### src/sv/bdy_pkg.sv
// Shared types and constants for the Bayer demosaic to CbYCrY block.
`timescale 1ns / 1ps
package bdy_pkg;

   localparam int QDEPTH = 4;

   typedef enum logic [1:0] {
      REG_FRAME_WIDTH  = 2'd0,
      REG_FRAME_HEIGHT = 2'd1,
      REG_OUT_STRIDE   = 2'd2,
      REG_UNUSED       = 2'd3
   } bdy_reg_type;

   typedef struct packed {
      logic [7:0] raw_pixel;
      logic       frame_start;
   } bdy_req_type;

   typedef struct packed {
      logic [7:0]  out_cb;
      logic [7:0]  out_y_first;
      logic [7:0]  out_cr;
      logic [7:0]  out_y_second;
      logic [11:0] out_row;
      logic [10:0] out_col;
      logic [27:0] out_offset;
   } bdy_rsp_type;

   // one queued pair: 3x4 window (row i, column j at i*4+j), row, left column
   typedef struct packed {
      logic [11:0][7:0] win;
      logic [11:0]      row;
      logic [10:0]      col;
   } bdy_entry_type;

endpackage

### src/sv/bdy_back.sv
// Back end: bilinear colors, luma, chroma and byte offset, four stages.
`timescale 1ns / 1ps
module bdy_back (
   input  logic                   clock,
   input  logic                   reset,
   input  logic                   q_valid,
   input  bdy_pkg::bdy_entry_type q_data,
   output logic                   q_pop,
   input  logic [15:0]            out_stride,
   output logic                   rsp_valid,
   input  logic                   rsp_ready,
   output bdy_pkg::bdy_rsp_type   rsp_data
);
   import bdy_pkg::*;

   logic        en;
   logic        v1_ff, v2_ff, v3_ff, v4_ff;
   logic [7:0]  r0_ff, g0_ff, b0_ff, r1_ff, g1_ff, b1_ff;
   logic [7:0]  r0_in, g0_in, b0_in, r1_in, g1_in, b1_in;
   logic [11:0] row1_ff, row2_ff, row3_ff;
   logic [10:0] col1_ff, col2_ff, col3_ff;
   logic [27:0] prod_ff, off2_ff, off3_ff;
   logic [15:0] ls0_ff, ls1_ff;
   logic [8:0]  rsum2_ff, bsum2_ff;
   logic [7:0]  y0_ff, y1_ff;
   logic signed [10:0] db_ff, dr_ff;
   logic signed [17:0] mb, mr;
   logic signed [9:0]  cb_s, cr_s;
   logic [9:0]  s4a, s4b;
   logic [8:0]  s2a, s2b;

   assign en    = !v4_ff || rsp_ready;
   assign q_pop = en && q_valid;

   always_comb begin
      if (!q_data.row[0]) begin
         s4a   = 10'(q_data.win[0]) + 10'(q_data.win[2]) + 10'(q_data.win[8])
                 + 10'(q_data.win[10]) + 10'd2;
         s4b   = 10'(q_data.win[1]) + 10'(q_data.win[4]) + 10'(q_data.win[6])
                 + 10'(q_data.win[9]) + 10'd2;
         r0_in = s4a[9:2];
         g0_in = s4b[9:2];
         b0_in = q_data.win[5];
         s2a   = 9'(q_data.win[2]) + 9'(q_data.win[10]) + 9'd1;
         s2b   = 9'(q_data.win[5]) + 9'(q_data.win[7]) + 9'd1;
         r1_in = s2a[8:1];
         b1_in = s2b[8:1];
         g1_in = q_data.win[6];
      end else begin
         s2a   = 9'(q_data.win[1]) + 9'(q_data.win[9]) + 9'd1;
         s2b   = 9'(q_data.win[4]) + 9'(q_data.win[6]) + 9'd1;
         b0_in = s2a[8:1];
         r0_in = s2b[8:1];
         g0_in = q_data.win[5];
         s4a   = 10'(q_data.win[1]) + 10'(q_data.win[3]) + 10'(q_data.win[9])
                 + 10'(q_data.win[11]) + 10'd2;
         s4b   = 10'(q_data.win[2]) + 10'(q_data.win[5]) + 10'(q_data.win[7])
                 + 10'(q_data.win[10]) + 10'd2;
         b1_in = s4a[9:2];
         g1_in = s4b[9:2];
         r1_in = q_data.win[6];
      end
   end

   always_ff @(posedge clock) begin
      if (reset) begin
         v1_ff <= 1'b0;
         v2_ff <= 1'b0;
         v3_ff <= 1'b0;
         v4_ff <= 1'b0;
      end else if (en) begin
         v1_ff <= q_valid;
         v2_ff <= v1_ff;
         v3_ff <= v2_ff;
         v4_ff <= v3_ff;
      end
   end

   always_comb begin
      mb   = 18'(db_ff) * 18'sd73;
      mr   = 18'(dr_ff) * 18'sd91;
      cb_s = 10'(mb >>> 8) + 10'sd128;
      cr_s = 10'(mr >>> 8) + 10'sd128;
   end

   always_ff @(posedge clock) begin
      if (en) begin
         // colors and row-times-stride product
         r0_ff   <= r0_in;
         g0_ff   <= g0_in;
         b0_ff   <= b0_in;
         r1_ff   <= r1_in;
         g1_ff   <= g1_in;
         b1_ff   <= b1_in;
         row1_ff <= q_data.row;
         col1_ff <= q_data.col;
         prod_ff <= 28'(q_data.row) * 28'(out_stride);
         // luma sums
         ls0_ff   <= 16'(r0_ff) * 16'd77 + 16'(g0_ff) * 16'd150 + 16'(b0_ff) * 16'd28;
         ls1_ff   <= 16'(r1_ff) * 16'd77 + 16'(g1_ff) * 16'd150 + 16'(b1_ff) * 16'd28;
         rsum2_ff <= 9'(r0_ff) + 9'(r1_ff);
         bsum2_ff <= 9'(b0_ff) + 9'(b1_ff);
         row2_ff  <= row1_ff;
         col2_ff  <= col1_ff;
         off2_ff  <= prod_ff + {16'd0, col1_ff, 1'b0};
         // luma never exceeds 254, so the top byte needs no clamp
         y0_ff   <= ls0_ff[15:8];
         y1_ff   <= ls1_ff[15:8];
         db_ff   <= 11'(bsum2_ff) - 11'(ls0_ff[15:8]) - 11'(ls1_ff[15:8]);
         dr_ff   <= 11'(rsum2_ff) - 11'(ls0_ff[15:8]) - 11'(ls1_ff[15:8]);
         row3_ff <= row2_ff;
         col3_ff <= col2_ff;
         off3_ff <= off2_ff;
         // chroma with saturation into the output register
         rsp_data.out_cb       <= cb_s[9] ? 8'd0 : (cb_s[8] ? 8'd255 : cb_s[7:0]);
         rsp_data.out_cr       <= cr_s[9] ? 8'd0 : (cr_s[8] ? 8'd255 : cr_s[7:0]);
         rsp_data.out_y_first  <= y0_ff;
         rsp_data.out_y_second <= y1_ff;
         rsp_data.out_row      <= row3_ff;
         rsp_data.out_col      <= col3_ff;
         rsp_data.out_offset   <= off3_ff;
      end
   end

   assign rsp_valid = v4_ff;

   a_hold: assert property (@(posedge clock) disable iff (reset)
      (v4_ff && !rsp_ready) |=> (v4_ff && $stable(rsp_data))) else $error("result lost");
   a_pop_en: assert property (@(posedge clock) disable iff (reset)
      q_pop |-> en) else $error("pop while stalled");
   a_pipe: assert property (@(posedge clock) disable iff (reset)
      (en && v3_ff) |=> v4_ff) else $error("stage lost");

endmodule
### config.mk
export PLATFORM = sky130hd
export DESIGN_NAME = bdy_back
export DESIGN_NICKNAME = d
export VERILOG_FILES = /design/src/sv/bdy_pkg.sv /design/src/sv/bdy_back.sv
export SDC_FILE = /design/constraint.sdc
export NUM_CORES = 2
export LEC_CHECK = 0
export BUFFER_PORTS_ARGS = -buffer_cell sky130_fd_sc_hd__buf_2
export CAP_MARGIN = 10
export CORE_ASPECT_RATIO = 1.25
export CORE_MARGIN = 2
export CORE_UTILIZATION = 39
export CTS_CLUSTER_DIAMETER = 30
export DETAILED_ROUTE_END_ITERATION = 16
export HOLD_SLACK_MARGIN = 0.03
export SLEW_MARGIN = 20
export SYNTH_ARGS = -nofsm -noshare
export SYNTH_HDL_FRONTEND = slang
export SYNTH_SLANG_ARGS = --single-unit
### constraint.sdc
create_clock -name clock -period 11.9 [get_ports clock]
set_input_delay 0 -clock clock [delete_from_list [all_inputs] [get_ports clock]]
set_output_delay 0 -clock clock [all_outputs]
set_load 0.02 [all_outputs]
## Yosys cells after proc, flatten, opt, wreduce, memory -nomap -nowiden

Index checks and enable logic that the tools add are counted.

| word-level totals | value |
|---|---|
| register bits after elaboration | 376 |
| input port bits | 139 |
| output and inout bits | 85 |
| logic and storage cells | 91 |

| cells by class | value |
|---|---|
| reductions and logical operators | 3 |
| mux-type cells | 8 |
| add/subtract/negate cells | 37 |
| $mul | 9 |

Operators by type and width:

| kind | count |
|---|---|
| 8-bit by 8-bit adder with 9-bit output | 10 |
| 8-bit 2-to-1 mux | 8 |
| 8-bit by 7-bit multiplier with 15-bit output, second input constant | 4 |
| 10-bit by 2-bit adder with 10-bit output, second input constant | 4 |
| 10-bit by 8-bit adder with 10-bit output | 4 |
| 9-bit by 8-bit adder with 10-bit output | 4 |
| 9-bit by 1-bit adder with 9-bit output, second input constant | 4 |
| 11-bit by 8-bit multiplier with 18-bit output, second input constant | 2 |
| 15-bit by 16-bit adder with 16-bit output | 2 |
| 16-bit by 13-bit adder with 16-bit output | 2 |
| 28-bit by 12-bit adder with 28-bit output | 1 |
| 12-bit by 16-bit multiplier with 28-bit output | 1 |
| 8-bit by 3-bit multiplier with 11-bit output, second input constant | 2 |
| 10-bit by 9-bit subtractor with 11-bit output | 2 |
| 10-bit by 9-bit adder with 10-bit output, second input constant | 2 |
| 9-bit by 8-bit subtractor with 10-bit output | 2 |
| 1-bit logical AND | 1 |
| 1-bit zero test | 1 |
| 1-bit logical OR | 1 |

## Depth between registers and ports, before layout

| logic depth | value |
|---|---|
| word-level depth | 5 |
| depth in mapped cells | 27 |
| gate-level depth less buffers | 27 |

## Worst setup path before layout

Ideal clock, no wire load.

| timing | value |
|---|---|
| path kind | flip-flop to output port |
| start | register v4_ff (netlist: rsp_valid) |
| end | output q_pop |
| data required time | 11.900 ns |
| stages on the path, launching flop included | 4 |
| buffers on the path | 1 |
| slack | 0.643 ns |
| arrival | 11.257 ns |
| cell sequence | dfxtp_1 nand2b_1 clkbuf_1 and2_1 |

| on the way | value |
|---|---|
| word-level cells in the longest chain between the ends | 3 |

Ends and longest elaborated chain:

| element | line | text |
|---|---|---|
| start: declaration | bdy_back.sv:17 | `logic v1_ff, v2_ff, v3_ff, v4_ff;` |
| start signal: assignment | bdy_back.sv:75 | `v4_ff <= v3_ff;` |
| 1-bit zero test | bdy_back.sv:32 | `assign en = !v4_ff \|\| rsp_ready;` |
| 1-bit logical OR | bdy_back.sv:32 |  |
| 1-bit logical AND | bdy_back.sv:33 | `assign q_pop = en && q_valid;` |
| end: declaration | bdy_back.sv:8 | `output logic q_pop,` |

No other way between the ends.

## Worst setup path in the final report

| timing | value |
|---|---|
| start | register g1_ff[3] |
| end | register ls1_ff[15], data pin |

| on the way | value |
|---|---|
| word-level cells in the longest chain between the ends | 3 |

Ends and longest elaborated chain:

| element | line | text |
|---|---|---|
| start: declaration | bdy_back.sv:18 | `logic [7:0] r0_ff, g0_ff, b0_ff, r1_ff, g1_ff, b1_ff;` |
| start signal: assignment | bdy_back.sv:93 | `g1_ff <= g1_in;` |
| 8-bit by 7-bit multiplier with 15-bit output | bdy_back.sv:100 | `ls1_ff <= 16'(r1_ff) * 16'd77 + 16'(g1_ff) * 16'd150 + 16'(b1_ff) * 16'd28;` |
| 15-bit by 16-bit adder with 16-bit output | bdy_back.sv:100 |  |
| 16-bit by 13-bit adder with 16-bit output | bdy_back.sv:100 |  |
| end signal: assignment | bdy_back.sv:100 |  |
| end: declaration | bdy_back.sv:23 | `logic [15:0] ls0_ff, ls1_ff;` |

No other way between the ends.
A chain may end at the register's enable or synchronous reset.

==> run summary <==
average wire per standard cell = 17.44 µm
Seq. cell area = 10770 µm²
area of the mapped netlist = 32380 µm²
Hold Path Stages = 4
Max Slew Vio Count = 0
post-synthesis net count = 3811
Die H = 326.1 µm
Area growth, synth to finish = 17.89%
Reg2Reg Launch Point = g1_ff[3]$_DFFE_PN_
vias = 21501
Clock transition at path regs = 0.04 ns
Finish-stage setup viols = 0
critical path peak fanout = 4
synth top area cells = edfxtp_1, fa_1, ha_1
Setup CP Type = flop to flop
total grt overflow = 0
IO buf count = 223
r2r endpoint = ls1_ff[15]$_DFFE_PN_
# rows = 118
Hold Crit Start = q_data[106]
Post-Synth Simple-Gate Area = 0.08123
clock root cell = clkbuf_16
initial antenna violation count = 15
fin util = 0.4625
largest area contributor in the netlist = edfxtp_1
CP required = 12.24 ns
vias per cell = 4.910
Max Freq = 149.0 MHz
Worst Skew = 0.02804 ns
most frequent cells in the layout = inv_1, ha_1, edfxtp_1
Iteration-0 DRC Markers = 853
Post-Route WL = 76.38 mm
setup bufs post-CTS = 0
Die ar. = 85350 µm²
core outline area = 82530 µm²
first-pass GRT wire length = 118.6 mm
final worst-path cycle share = 0.5638
Max clock buf depth = 3
worst setup path endpoint = ls1_ff[15]$_DFFE_PN_
pin count of the biggest net entering global routing = 74
GP Congestion = 0.8656
Syn. warnings = 0
worst slew pin tran = 0.9518 ns
flops & latches, synth = 360
Worst Setup End Kind = flop
worst skew pair latency = 0.62 ns
layout cell share with drive strength beyond 1 = 0.1217
wire length on met3 = 4.570 mm
CTS tree = yes
Post-synth ARST share = 0
Unique masters post-synth = 78
max_cap viols = 0
Mean Syn Cell Area = 11.14 µm²
Rel. slew slack = 0.3655
fillcell total = 7646
vias in the first global route = 22375
Initial Utilization = 0.3923
DRC violations left = 0
H-tree levels = 3
WHS = 0.06029 ns
Final Hold Fails = 0
main combinational cell family by area after synthesis = adder cells
post-route ant nets = 0
1st-pass router iterations = 5
post-synthesis mux area share = 0.004908
Post-synth EDFFs = 356
Startpoint Class = flop
HPWL after DPL = 63.02 mm
Mapped Cells = 2906
total track usage = 0.1826
met2 routed WL = 38.64 mm
Synth Area in Compound Gates = 0.09197
Tmin final = 6.710 ns
HP Class = input port to flop
register area share after synthesis = 0.3327
dominant synthesized flop cell = edfxtp_1
RSZ-0062 raised after global routing = no
Ports = 224
WP data arrival = 7.05 ns
footprint of the multi-input gates = 19340 µm²
met1 wire length = 29.96 mm
cts bufs inserted = 81
Clock Sinks = 360
final net count = 4133
status = finished, final reports clean
Synth Area in XOR/XNOR = 0.04653
Sum Neg Setup Slack = 0 ns
R2R setup slack = 5.19 ns
Die X = 261.7 µm
share of the synthesized area in the top cell type = 0.3302
worst-case reg-to-reg path depth = 24
commonest non-fill, non-tap cell in the layout = inv_1
max layer used = met5
Resize count post-CTS = 0
Worst Setup SP = g1_ff[3]$_DFFE_PN_
adder-cell share of the synthesized area = 0.3725
==> what timing repair did <==
item,in CTS,in global routing
hold buffers,57,0
endpoints found under the hold margin,66,0
setup endpoints to repair,0,0
==> how the worst min path moves through the flow <==
stage | endpoint | slack [ns]
after floorplan | rsp_valid$_SDFFE_PP0N_ | 0.07
after global placement | col1_ff[4]$_DFFE_PN_ | 0.18
after detailed placement | col1_ff[6]$_DFFE_PN_ | 0.18
after CTS | b1_ff[0]$_DFFE_PN_ | 0.03
after global routing | col1_ff[3]$_DFFE_PN_ | 0.06
final | r1_ff[2]$_DFFE_PN_ | 0.06
==> flip-flops by register name (all words and copies together), names as in the netlist, 12 cells and up <==
| signal | count |
|---|---|
| row3_ff | 12 |
| off2_ff | 28 |
| row1_ff | 12 |
| row2_ff | 12 |
| off3_ff | 28 |
| rsp_data | 83 |
| prod_ff | 28 |
==> area by class of cell <==
cell class,instances,share of cell area
clock inverter,57,0.01973
timing repair buffer,286,0.04543
sequential,360,0.2822
clock buffer,92,0.05530
tap,1080,0.03540
antenna,5,0.0003278
inverter,558,0.05487
multi-input combinational,1941,0.5068
==> logic make-up after synthesis <==
logic type,Yosys count
AOI/OAI and AO/OA,441
xor gates and xnor gates,172
adders and majority gates,766
buffers and inverters,605
DFF,360
muxes,15
and+or+nand+nor,547
==> synthesized netlist by cell type (5+ instances only) <==
master       n
mux2i_1      8
mux2_2       7
clkbuf_1    43
and3_1       9
o2111ai_1    6
o21ai_1     14
a21oi_1    103
o31ai_1     16
nand2b_1    16
nor3b_1      7
a211o_1      5
edfxtp_1   356
xnor2_1    124
o211ai_1     8
nor2_1      95
and2_1      71
xor2_1      48
a211oi_1    13
or2_2        9
o21a_1      54
nor3_1      47
or3_1        6
o21bai_1    19
or4_1        5
ha_1       436
nor2b_1     22
nand3_1     14
nand3b_1     8
a31oi_1     10
o21ai_0     80
nand2_1    215
fa_1       330
nand4_1      6
a21o_1      61
inv_1      557
==> metrics by stage <==
stage	std cells	setup slack (ns)	area, µm²
6_report	4379	5.190	38170
5_1_grt	4376	4.907	38160
4_1_cts	4374	5.141	38160
3_5_place_dp	4168	5.131	34720
3_3_place_gp	4168	5.236	34720
2_1_floorplan	2906	0.6429	32380
==> per-layer routing <==
metal,GRT usage,vias to the layer above
met1,0.2064,10446
met3,0.04108,184
met2,0.3275,475
met5,0,-
met4,0.07720,20
li1,-,10376
==> critical path, cell delays in order (launching register included) <==
cell,delay [ns]
edfxtp_1,0.45
ha_1,0.34
ha_1,0.28
ha_1,0.27
inv_1,0.05
fa_1,0.49
inv_1,0.04
ha_1,0.33
o211ai_1,0.16
nand2_1,0.12
fa_1,0.51
inv_1,0.05
fa_1,0.50
inv_1,0.05
fa_1,0.47
fa_1,0.55
inv_1,0.04
ha_1,0.30
and4b_1,0.22
a221oi_2,0.34
o21ai_1,0.19
nor4_1,0.20
a21oi_1,0.11
a31o_1,0.24
xnor2_1,0.12
Power is not shown: default switching activity piles up to over one toggle a cycle in this logic, so the estimate is an artifact.
