**src/sv/bdy_pkg.sv**
```systemverilog
// Shared types and constants for the Bayer demosaic to CbYCrY block.
`timescale 1ns / 1ps
package bdy_pkg;

   localparam int QDEPTH = 4;

   typedef enum logic [1:0] {
      REG_FRAME_WIDTH  = 2'd0,
      REG_FRAME_HEIGHT = 2'd1,
      REG_OUT_STRIDE   = 2'd2,
      REG_UNUSED       = 2'd3
   } bdy_reg_type;

   typedef struct packed {
      logic [7:0] raw_pixel;
      logic       frame_start;
   } bdy_req_type;

   typedef struct packed {
      logic [7:0]  out_cb;
      logic [7:0]  out_y_first;
      logic [7:0]  out_cr;
      logic [7:0]  out_y_second;
      logic [11:0] out_row;
      logic [10:0] out_col;
      logic [27:0] out_offset;
   } bdy_rsp_type;

   // one queued pair: 3x4 window (row i, column j at i*4+j), row, left column
   typedef struct packed {
      logic [11:0][7:0] win;
      logic [11:0]      row;
      logic [10:0]      col;
   } bdy_entry_type;

endpackage

```
**src/sv/bdy_queue.sv**
```systemverilog
// Short queue of pixel-pair windows between front and back end.
`timescale 1ns / 1ps
module bdy_queue (
   input  logic                   clock,
   input  logic                   reset,
   input  logic                   push,
   input  bdy_pkg::bdy_entry_type push_data,
   input  logic                   pop,
   output logic                   not_empty,
   output logic [2:0]             count,
   output bdy_pkg::bdy_entry_type pop_data
);
   import bdy_pkg::*;

   bdy_entry_type mem_ff [QDEPTH];
   logic [1:0]    wr_ptr_ff, rd_ptr_ff;
   logic [2:0]    count_ff;

   always_ff @(posedge clock) begin
      if (reset) begin
         wr_ptr_ff <= '0;
         rd_ptr_ff <= '0;
         count_ff  <= '0;
      end else begin
         if (push) begin
            wr_ptr_ff <= wr_ptr_ff + 2'd1;
         end
         if (pop) begin
            rd_ptr_ff <= rd_ptr_ff + 2'd1;
         end
         if (push && !pop) begin
            count_ff <= count_ff + 3'd1;
         end else if (pop && !push) begin
            count_ff <= count_ff - 3'd1;
         end
      end
   end

   always_ff @(posedge clock) begin
      if (push) begin
         mem_ff[wr_ptr_ff] <= push_data;
      end
   end

   assign not_empty = (count_ff != 3'd0);
   assign count     = count_ff;
   assign pop_data  = mem_ff[rd_ptr_ff];

   a_no_overflow: assert property (@(posedge clock) disable iff (reset)
      !(push && !pop && count_ff == 3'(QDEPTH))) else $error("queue overflow");
   a_no_underflow: assert property (@(posedge clock) disable iff (reset)
      !(pop && count_ff == 3'd0)) else $error("queue underflow");
   a_count_range: assert property (@(posedge clock) disable iff (reset)
      count_ff <= 3'(QDEPTH)) else $error("queue count out of range");

endmodule

```
**config.mk**
```make
export PLATFORM = sky130hd
export DESIGN_NAME = bdy_queue
export DESIGN_NICKNAME = d
export VERILOG_FILES = /design/src/sv/bdy_pkg.sv /design/src/sv/bdy_queue.sv
export SDC_FILE = /design/constraint.sdc
export NUM_CORES = 1
export LEC_CHECK = 0
export BUFFER_PORTS_ARGS = -buffer_cell sky130_fd_sc_hd__buf_2
export CORE_UTILIZATION = 50
export CTS_BUF_LIST = sky130_fd_sc_hd__clkbuf_16
export DETAILED_ROUTE_END_ITERATION = 8
export PLACE_DENSITY = 0.76
export RECOVER_POWER = 25
export SETUP_SLACK_MARGIN = 0.4
export SYNTH_ARGS = -nofsm -noshare
export SYNTH_HDL_FRONTEND = slang
export SYNTH_SLANG_ARGS = --single-unit
```
**constraint.sdc**
```tcl
create_clock -name clock -period 10.8 [get_ports clock]
set_input_delay 2.7 -clock clock [delete_from_list [all_inputs] [get_ports clock]]
set_output_delay 2.7 -clock clock [all_outputs]
set_load 0.05 [all_outputs]
```
; ---- Yosys cells after proc, flatten, opt, wreduce, memory -nomap -nowiden
; Memories as Yosys holds them, arrays and structs flattened. A register that Yosys moved wholly into a read port is not among the register bits.
; Index checks and enable logic that the tools add are counted.
; W data, S select, Z words.
[op_classes]
add_sub_neg = 4
mul = 0
div_mod_pow = 0
n_lt_le_gt_ge = 0
n_eq_ne = 0
shifts = 0
mux = 6
n_bitwise = 0
reduce_logical = 6
[op_table]
columns = op, n
row1 = $mux W3, 2
row2 = $add A2 B1 Y2 const B, 2
row3 = $mux W2, 2
row4 = $add A3 B1 Y3 const B, 1
row5 = $reduce_bool A3 Y1, 1
row6 = $sub A3 B1 Y3 const B, 1
row7 = $logic_and A1 B1 Y1, 2
row8 = $logic_not A1 Y1, 2
row9 = $mux W1, 2
row10 = $reduce_bool A2 Y1, 1
[totals]
register_bits = 7
latch_bits = 0
ramBits = 476
mem_bits_ro = 0
inputBits = 123
out_inout_bits = 123
elab_cells = 20
mem_count = 1
[mem_list]
columns = name, depth, width, rd, rd_clocked_by_memory_dff, write_ports, line
row1 = mem_ff, 4, 119, 1, 1, 1, bdy_queue.sv:15  ; bdy_entry_type mem_ff [QDEPTH];

; ---- Depth between registers and ports, before layout
; Gate-level depths: netlist of run 1.
[depth]
ltp_word = 4
ltp_mapped = 7
ltp_nobuf = 7

; ---- Least setup slack after synthesis of run 1
; OpenSTA, ideal clock, no wires.
[synth_timing]
path_type = input to register
start = in push
end = mem mem_ff[0][0] (netlist bit) (enable)
setup_ns = 0.492
arrival_ns = 5.432
t_required_ns = 10.308
path_slack_ns = 4.876
stages = 1
path_buffers = 0
path_cell_list = and2_1
[synth_via]
elab_chain_cells = 2
[synth_rtl]
columns = element, line
row1 = start: declaration, bdy_queue.sv:6  ; input logic push,
row2 = $mux W1, bdy_queue.sv:40  ; if (push) begin
row3 = $mux W1 (not written as such), bdy_queue.sv:41  ; mem_ff[wr_ptr_ff] <= push_data;
row4 = end: declaration, bdy_queue.sv:15
; Every way passes these cells.

==> impl_metrics.csv, run 1 <==
group,metric,value,unit
placement,portBuffers,245,
timing,fin_crit,5.825,ns
cts,cts-root-buf,"clkbuf_16",
synthesis,synth_simple_gate_area_share,0.3818,%
timing,fin_hold_ws,0.4956,ns
floorplanning,core_area,34710,um^2
cts,clock-sinks,485,
cts,cts.repair.resized,0,
setup_path,timing.rr.start,"wr_ptr_ff[0]",
synthesis,ys_types,19,
setup_path,rr_endpoint,"mem_ff[2][95]",
setup_path,worstPathRequired,8.10,ns
synthesis,syn_area_per_cell,26.65,um^2
final_layout,final_cell_area,20590,um^2
timing,max-slew-margin-rel,35.37,%
run_status,status,"finished clean",
setup_path,cp_num_buf_inv,2,
route,vias_per_cell,5.495,
hold_path,worstHoldStart,"count[2]",
setup_path,start_kind,"flop",
setup_path,crit_fanout,40,
global_route,grt.overflow.total,0,
route,drt_iter0_drc,397,
pwr,p_leak,6.764,nW
synthesis,synth-seq-cells,485,
floorplanning,pin_count,246,
cts,cts_hold_buf,0,
route,drt_pass1_iterations,4,
cts,cts.htree.levels,2,
pwr,peakVddDrop,0.1568,mV
final_layout,areaGrowthSynthToFinish,16.35,%
global_route,grt-busiest-layer,"met2",
setup_path,reg2reg_slack,8.17,ns
synthesis,synth_compound_area_share,0.05657,%
synthesis,synthCells,664,
setup_path,worstSetupPathType,"flop to output pin",
synthesis,synth_xor_area_share,0.2475,%
job,cap_viol_max_count,0,
cts,postCtsSetupRepairBufs,0,
setup_path,endpoint_kind,"output pin",
route,totalWireLength,31750,um
final_layout,nNetsFinal,1068,
floorplanning,die_w,190.1,um
cts,cts_tree,"done",
placement,gp_congestion,0.6881,
placement,placed_area,19260,um^2
timing,finalSetupViolCount,0,
route,drcViolationCount,0,
final_layout,multi_input_area,2914,um^2
floorplanning,start_util,50.97,%
setup_path,crit_chain,"buf_4 > mux4_2 > buf_2",
final_layout,utilization,59.31,%
timing,report.final.slew_viol_count,0,
floorplanning,rows,68,
global_route,grt_pass1_vias,8232,
setup_path,slowest_stage,"dfxtp_4",
setup_path,path_delay_family,"buffers and inverters",
setup_path,cp.arrival,3.12,ns
synthesis,yosysSeqAreaShare,81.80,%
cts,worst_skew_pair.late_latency,0.57,ns
floorplanning,die_h,190.1,um
cts,numCtsBuffers,48,
global_route,grt_use_total,17.95,%
timing,rsz0062_at_grt,"no",
setup_path,reg2reg_depth,4,
synthesis,ys_top_cells_by_area,"edfxtp_1 (81%), mux4_2 (15%), buf_12 (1.1%)",
placement,numPlacedInstances,1344,
synthesis,synth_mux_area_share,15.26,%
setup_path,slowest_delay,0.89,ns
synthesis,yosys_warnings,0,
final_layout,antennaDiodeCount,0,
pwr,p_per_area,208.6,nW/um^2
global_route,grt_util_met2,29.65,%
route,vias,7830,
placement,dpl.hpwl,18670,um
timing,tightest_slew,0.9694,ns
global_route,grt_pass1_wl,47780,um
synthesis,synth_top_family_by_area,"multiplexers",
hold_path,min_to,"count[2]",
timing,clock_skew,0.02117,ns
timing,min_period_over_period,53.93,%
floorplanning,die_area,36150,um^2
global_route,gr-usage-met1,22.77,%
final_layout,regArea,14480,um^2
synthesis,synth.largest_area_cell,"edfxtp_1",
timing,timing.fmax,171.7,MHz
hold_path,min_path_type,"flop to flop",
synthesis,synth_top_area_share,80.78,%
timing,tns,0,ns
final_layout,stdcell_count,1425,
synthesis,syn_area,17690,um^2
route,ant_nets,0,
global_route,grt_util_met3,5.940,%
synthesis,synth_fa_ha_area_share,0.4667,%
timing,finalHoldViolCount,0,
synthesis,syn_nets,793,
global_route,antenna_found_initial,3,
route,wl_per_cell,22.28,um
final_layout,drive_gt1_share,37.32,%
hold_path,min_path_cells,2,
cts,clkTransAtPathRegs,0.06,ns
cts,clockBufferDepth,3,
global_route,grt_max_degree,66,
final_layout,num-fill-cells,2470,
[final cells by class]
| cell class | count | area share (%) |
|---|---|---|
| clock buffers | 49 | 5.956 |
| clock inverters | 32 | 0.9542 |
| inverters | 4 | 0.07293 |
| multi-input cells | 148 | 14.15 |
| flip-flops and latches | 485 | 70.34 |
| well taps | 455 | 2.765 |
| repair buffers | 252 | 5.755 |
[cells in the mapped netlist]
cell and count:
or3_1 2, nor2_1 7, ha_1 5, and2_1 4, mux4_2 119, nand2_1 1
buf_12 10, o21ai_0 1, mux2i_1 2, buf_2 12, buf_6 3, dfxtp_1 9
fa_1 1, xnor2_1 2, edfxtp_1 476, clkbuf_1 2, xor2_1 3, inv_1 4
a21oi_1 1
[tightest hold or removal path, delay by kind of cell, from the launching register on]
family,cells,cell delay (ns)
compound gates,2,0.13
flops,1,0.32
[logic make-up after synthesis]
group / Yosys count
flip-flops: 485
multiplexers: 121
buffers and inverters: 31
AND/OR/NAND/NOR: 14
adder cells (fa/ha/maj): 6
XOR/XNOR: 5
AO/OA/AOI/OAI: 2
[where the power goes]
| group | internal (mW) | switching, mW |
|---|---|---|
| clock network | 0.862 | 0.647 |
| registers | 2.16 | 0.0365 |
| logic | 0.169 | 0.414 |
[cells in the final DEF, fill, tap and decap left out, drive strengths merged, types with 3 or more instances in the layout]
cell type	synthesis	layout
and2	4	4
xor2	3	3
edfxtp	476	476
dfxtp	9	9
inv	4	18
buf	25	177
clkbuf	2	124
clkinv	0	14
mux4	119	119
nor2	7	7
ha	5	5
[how the worst max path moves through the flow]
stage	startpoint	end	cells past startpoint
CTS	flop	pop_data[86]	3
global route	flop	pop_data[0]	3
detailed placement	flop	pop_data[86]	3
global placement	flop	pop_data[117]	3
floorplan	push	mem_ff[0][0]	1
finish	flop	pop_data[86]	3
[metal layers]
layer | part of all wire (%) | vias up
li1 | - | 3416
met1 | 40 | 4067
met2 | 50 | 283
met3 | 8.2 | 58
met4 | 2.0 | 6
met5 | 0.14 | -
[sequential cells by signal, indices dropped and copies added (netlist names), named ones only]
name,count
count,3
rd_ptr_ff,2
wr_ptr_ff,2
mem_ff,476
[through the flow]
stage               setup WS (ns)  total power, mW
floorplan                   4.876            2.698
global placement            5.423            2.825
detailed placement          5.440            2.836
CTS                         4.811            4.341
global route                4.678            4.431
finish                      4.975            4.294
Note: power is estimated with default switching activity, not from simulation.
==> run 2: changes to the inputs <==
ABC_AREA = 1   (was default)
PLACE_DENSITY = 0.79   (was 0.76)
clock period = 5 ns   (was 10.8 ns; I/O delays follow)
==> run 2 against run 1 <==
Clock skew fell by 0.012 ns. First-iteration DRC count rose by 93%. Worst hold slack got worse by 0.052 ns. Routed wire length rose by 20%. Via count rose by 39%. Register-to-register slack got worse by 5.3 ns. Clock-buffer cell count did not move. Synthesized cell count rose by 82%. Core utilization barely moved. Largest power group unchanged. Highest routed layer unchanged.
==> impl_metrics.csv, run 2 <==
group,metric,value,unit
run_status,status,"finished clean",
synthesis,ys_types,20,
job,cap_viol_max_count,0,
synthesis,syn_area_per_cell,14.97,um^2
pwr,peakVddDrop,0.4368,mV
timing,max-slew-margin-rel,34.52,%
synthesis,synthArstFlopShare,0,%
floorplanning,core_area,35570,um^2
synthesis,synthCells,1209,
global_route,grt_use_total,20.31,%
cts,clockBufferDepth,3,
placement,gp_congestion,0.7270,
cts,cts.repair.resized,0,
synthesis,synth_edf_count,476,
setup_path,cp_num_buf_inv,2,
setup_path,crit_fanout,65,
hold_path,min_path_cells,1,
cts,postCtsSetupRepairBufs,0,
timing,finalHoldViolCount,0,
global_route,grt_pass1_vias,10440,
final_layout,layout_commonest_cell,"edfxtp_1",
synthesis,synthFlopType,"edfxtp_1",
setup_path,timing.rr.start,"wr_ptr_ff[1]",
synthesis,yosys_warnings,0,
timing,timing.fmax,235.2,MHz
final_layout,max_flop_register,"mem_ff",
floorplanning,start_util,50.88,%
setup_path,start_kind,"flop",
final_layout,nNetsFinal,1569,
setup_path,path_delay_family,"buffers and inverters",
global_route,grt.overflow.total,0,
final_layout,areaGrowthSynthToFinish,16.54,%
cts,cts_tree,"done",
timing,fin_crit,4.252,ns
timing,rsz0062_at_grt,"no",
final_layout,largest_reg_flops,476,
global_route,grt_pass1_wl,56520,um
setup_path,slowest_delay,0.74,ns
floorplanning,die_h,192.3,um
synthesis,yosys.cell_count.top_type,"edfxtp_1",
route,vias,10920,
cts,worst_skew_pair.late_latency,0.56,ns
cts,numCtsBuffers,48,
synthesis,synth-seq-cells,485,
pwr,p_leak,7.218,nW
setup_path,cp.arrival,3.00,ns
floorplanning,die_area,36960,um^2
setup_path,reg2reg_depth,5,
final_layout,regArea,14480,um^2
setup_path,endpoint_kind,"output pin",
cts,cts-root-buf,"clkbuf_16",
setup_path,slowest_stage,"buf_4",
synthesis,yosysSeqAreaShare,79.97,%
global_route,antenna_found_initial,9,
timing,clock_skew,0.008743,ns
pwr,p_per_area,450.5,nW/um^2
setup_path,rr_endpoint,"mem_ff[1][66]",
floorplanning,pin_count,246,
route,maxUsedRoutingLayer,"met5",
route,met3_length,3467,um
placement,portBuffers,245,
hold_path,worstHoldStart,"rd_ptr_ff[1]",
route,drt_iter0_drc,767,
cts,clkTransAtPathRegs,0.06,ns
route,totalWireLength,38190,um
timing,report.final.slew_viol_count,0,
floorplanning,die_w,192.3,um
setup_path,worstPathRequired,3.75,ns
cts,cts.htree.levels,2,
route,wl_per_cell,19.63,um
synthesis,synth_common_cells,"edfxtp_1 (476), nor2_1 (245), o21ai_0 (141)",
synthesis,syn_nets,1338,
synthesis,synth_top_area_share,78.98,%
pwr,fin_total_pwr,9.501,mW
floorplanning,rows,69,
global_route,grt_max_degree,239,
hold_path,min_path_type,"flop to flop",
route,ant_nets,0,
route,vias_per_cell,5.610,
route,drcViolationCount,0,
route,route.met2.wl,18450,um
timing,tns,0,ns
placement,dpl.hpwl,20800,um
synthesis,syn_area,18100,um^2
timing,finalSetupViolCount,0,
timing,min_period_over_period,85.03,%
route,drt_pass1_iterations,5,
setup_path,worstSetupPathType,"flop to output pin",
route,wl_met1,15260,um
final_layout,drive_gt1_share,17.07,%
setup_path,crit_chain,"buf_4 > o21ai_0 > o22ai_1 > buf_2",
final_layout,multi_input_area,3035,um^2
setup_path,crit_cells,4,
setup_path,reg2reg_slack,2.90,ns
final_layout,final_cell_mix,"edfxtp_1 (476), nor2_1 (245), buf_2 (167), o21ai_0 (141), o22ai_1 (119)",
synthesis,ys_top_cells_by_area,"edfxtp_1 (79%), nor2_1 (5.1%), o22ai_1 (4.1%)",
cts,clock-sinks,485,
final_layout,num-fill-cells,2723,
timing,tightest_slew,0.9821,ns
cts,cts_hold_buf,0,
synthesis,synth.largest_area_cell,"edfxtp_1",
## run 2: cell count changes after synthesis, moves of 3 or more
| cell | change |
|---|---|
| buf_4 | +4 |
| o21ai_1 | +102 |
| clkbuf_1 | +25 |
| o21ai_0 | +140 |
| and2_1 | -4 |
| clkbuf_2 | +7 |
| buf_2 | +3 |
| nor2_1 | +238 |
| o22ai_1 | +119 |
| buf_12 | -10 |
| mux4_2 | -119 |
| buf_6 | +22 |
| nand2_1 | +9 |
| inv_1 | +12 |
## run 2: worst max path at each step
stage                     from       endpoint
after floorplan           push   mem_ff[2][0]
after global placement    flop   pop_data[26]
after detailed placement  flop  pop_data[112]
after CTS                 flop  pop_data[112]
after global routing      flop  pop_data[112]
final                     flop    pop_data[2]
## run 2: power breakdown
part | leakage (nW) | switching, mW | total [mW] | internal (mW)
Sequential | 4.45 | 0.0485 | 4.70 | 4.65
Clock | 0.822 | 1.41 | 3.59 | 2.17
Combinational | 1.95 | 0.963 | 1.21 | 0.252
Total | 7.22 | 2.43 | 9.50 | 7.08
## run 2: layout make-up
class                           instances  area share, %
Tap cell                              461          2.735
Clock inverter                         37          1.703
Timing Repair Buffer                  259          6.146
Inverter                               17         0.4449
Multi-Input combinational cell        629          14.39
Sequential cell                       485          68.66
Clock buffer                           49          5.814
Antenna cell                            9         0.1068
## run 2: kinds of logic (layout without fill, tap and decap cells)
| logic type | count (synthesis) | in the layout | synth area share, % |
|---|---|---|---|
| AOI/OAI and AO/OA | 365 | 365 | 10.92 |
| xor gates and xnor gates | 1 | 1 | 0.04840 |
| other | 0 | 9 | 0 |
| adders and majority gates | 6 | 6 | 0.4563 |
| buffers and inverters | 95 | 362 | 3.256 |
| and+or+nand+nor | 257 | 257 | 5.351 |
| DFF | 485 | 485 | 79.97 |
## run 2: stage by stage
step | hold WS [ns] | cell area (um^2) | worst slack (ns) | std cells | util (%)
final | 0.4432 | 21090 | 0.7484 | 1946 | 59.30
after global routing | 0.4851 | 21070 | 0.6041 | 1939 | 59.25
after CTS | 0.4484 | 21170 | 0.6907 | 1937 | 59.51
after detailed placement | 0.4296 | 19580 | 1.374 | 1851 | 55.05
after global placement | 0.4240 | 19580 | 1.454 | 1851 | 55.05
after floorplan | 0.4115 | 18100 | 0.9501 | 1209 | -
## run 2: routing by layer
metal,global-route usage [%],vias up
met2,33.12,383
met5,0,-
met3,5.947,82
met4,7.783,4
li1,-,5051
met1,25.67,5398
==> run 3: changes to the inputs <==
CELL_PAD_IN_SITES_DETAIL_PLACEMENT = 1   (was default)
CELL_PAD_IN_SITES_GLOBAL_PLACEMENT = 2   (was default)
CORE_UTILIZATION = 37   (was 50)
PLACE_DENSITY = 0.81   (was 0.79)
==> run 3 against run 2 <==
Via count increased by 0.18%. Worst hold slack improved by 0.094 ns. Clock power about the same. Highest routed layer unchanged.
==> impl_metrics.csv, run 3 (synthesized netlist as in run 2, its figures left out) <==
group,metric,value,unit
route,drt_pass1_iterations,5,
floorplanning,die_h,223.2,um
floorplanning,die_area,49800,um^2
setup_path,crit_fanout,106,
timing,fin_hold_ws,0.5369,ns
timing,min_period_over_period,82.45,%
cts,cts.htree.levels,2,
setup_path,cp.arrival,2.87,ns
timing,finalSetupViolCount,0,
final_layout,nNetsFinal,1575,
cts,clock-sinks,485,
timing,tns,0,ns
route,drt_iter0_drc,567,
placement,place_ws,1.464,ns
cts,clkTransAtPathRegs,0.06,ns
final_layout,final_cell_area,21330,um^2
pwr,p_per_area,446.7,nW/um^2
cts,cts_hold_buf,0,
floorplanning,die_w,223.2,um
placement,gp_congestion,0.7130,
placement,portBuffers,245,
cts,cts_tree,"done",
floorplanning,pin_count,246,
final_layout,largest_reg_flops,476,
final_layout,areaGrowthSynthToFinish,17.86,%
final_layout,final_cell_mix,"edfxtp_1 (476), nor2_1 (245), buf_2 (166), o21ai_0 (141), o22ai_1 (119)",
route,vias,10940,
hold_path,min_path_cells,1,
floorplanning,core_area,47950,um^2
timing,fin_crit,4.122,ns
timing,clock_skew,0.01904,ns
placement,placed_area,19830,um^2
setup_path,timing.rr.start,"wr_ptr_ff[0]",
global_route,grt_pass1_vias,11420,
route,drcViolationCount,0,
setup_path,endpoint_kind,"output pin",
timing,finalHoldViolCount,0,
global_route,grt.overflow.total,0,
cts,numCtsBuffers,51,
route,totalWireLength,44350,um
timing,max-slew-margin-rel,41.03,%
pwr,p_leak,7.250,nW
route,vias_per_cell,5.204,
pwr,fin_total_pwr,9.530,mW
placement,numPlacedInstances,2008,
final_layout,max_flop_register,"mem_ff",
setup_path,reg2reg_depth,5,
final_layout,utilization,44.49,%
final_layout,drive_gt1_share,17.33,%
setup_path,worstSetupPathType,"flop to output pin",
timing,timing.fmax,242.6,MHz
route,ant_nets,0,
floorplanning,rows,80,
cts,clockBufferDepth,3,
pwr,peakVddDrop,0.2747,mV
setup_path,rr_endpoint,"mem_ff[2][104]",
timing,rsz0062_at_grt,"no",
hold_path,min_path_type,"flop to flop",
final_layout,stdcell_count,2102,
global_route,grt_pass1_wl,66180,um
floorplanning,start_util,37.75,%
cts,worst_skew_pair.late_latency,0.59,ns
timing,tightest_slew,0.8846,ns
cts,postCtsSetupRepairBufs,0,
timing,report.final.slew_viol_count,0,
timing,fin_ws,0.8777,ns
setup_path,start_kind,"flop",
cts,cts.repair.resized,0,
placement,dpl.hpwl,25590,um
global_route,grt_use_total,17.55,%
route,wl_per_cell,21.10,um
global_route,grt_max_degree,129,
run_status,status,"finished clean",
final_layout,layout_commonest_cell,"edfxtp_1",
setup_path,worstPathRequired,3.75,ns
setup_path,reg2reg_slack,2.92,ns
hold_path,worstHoldStart,"rd_ptr_ff[1]",
job,cap_viol_max_count,0,
global_route,antenna_found_initial,8,
cts,cts-root-buf,"clkbuf_16",
## run 3: cell types whose count changed in the layout (fill, tap and decap cells not counted), sizes merged
cell / delta
buf: +2
bufinv: -4
clkbuf: +5
clkinvlp: +1
diode: -5
inv: +3
## run 3: worst max-delay path by stage
stage / end / start / slack (ns)
global route: pop_data[117] / flop / 0.73
floorplan: mem_ff[2][0] / push / 0.95
CTS: pop_data[102] / flop / 0.82
detailed placement: pop_data[102] / flop / 1.46
finish: pop_data[117] / flop / 0.88
global placement: pop_data[97] / flop / 1.50
## run 3: metal layers
layer  routed length, um  track usage, %  up-vias
met5                  40               0        -
met4                 979           5.829        8
met3                2808           4.438       75
met2               21820           29.75      253
met1               18700           21.90     5554
li1                    -               -     5048
## run 3: layout make-up
cell class | instances | area (um^2)
fill | 4911 | 26610
clock buffer | 53 | 1326
sequential | 485 | 14480
multi-input combinational | 629 | 3035
clock inverter | 37 | 260.3
antenna | 4 | 10.01
timing repair buffer | 262 | 1355
tap | 615 | 769.5
inverter | 17 | 93.84
## run 3: critical path, stage by stage (launching register included)
cell and delay, ns:
dfxtp_4 0.50, inv_8 0.55, buf_4 0.43, o21ai_0 0.13, o22ai_1 0.31, buf_2 0.33
## run 3: power by group
group          switching (mW)  internal [mW]
clock                    1.48           2.10
sequential             0.0582           4.65
combinational           0.984          0.257
total                    2.52           7.01
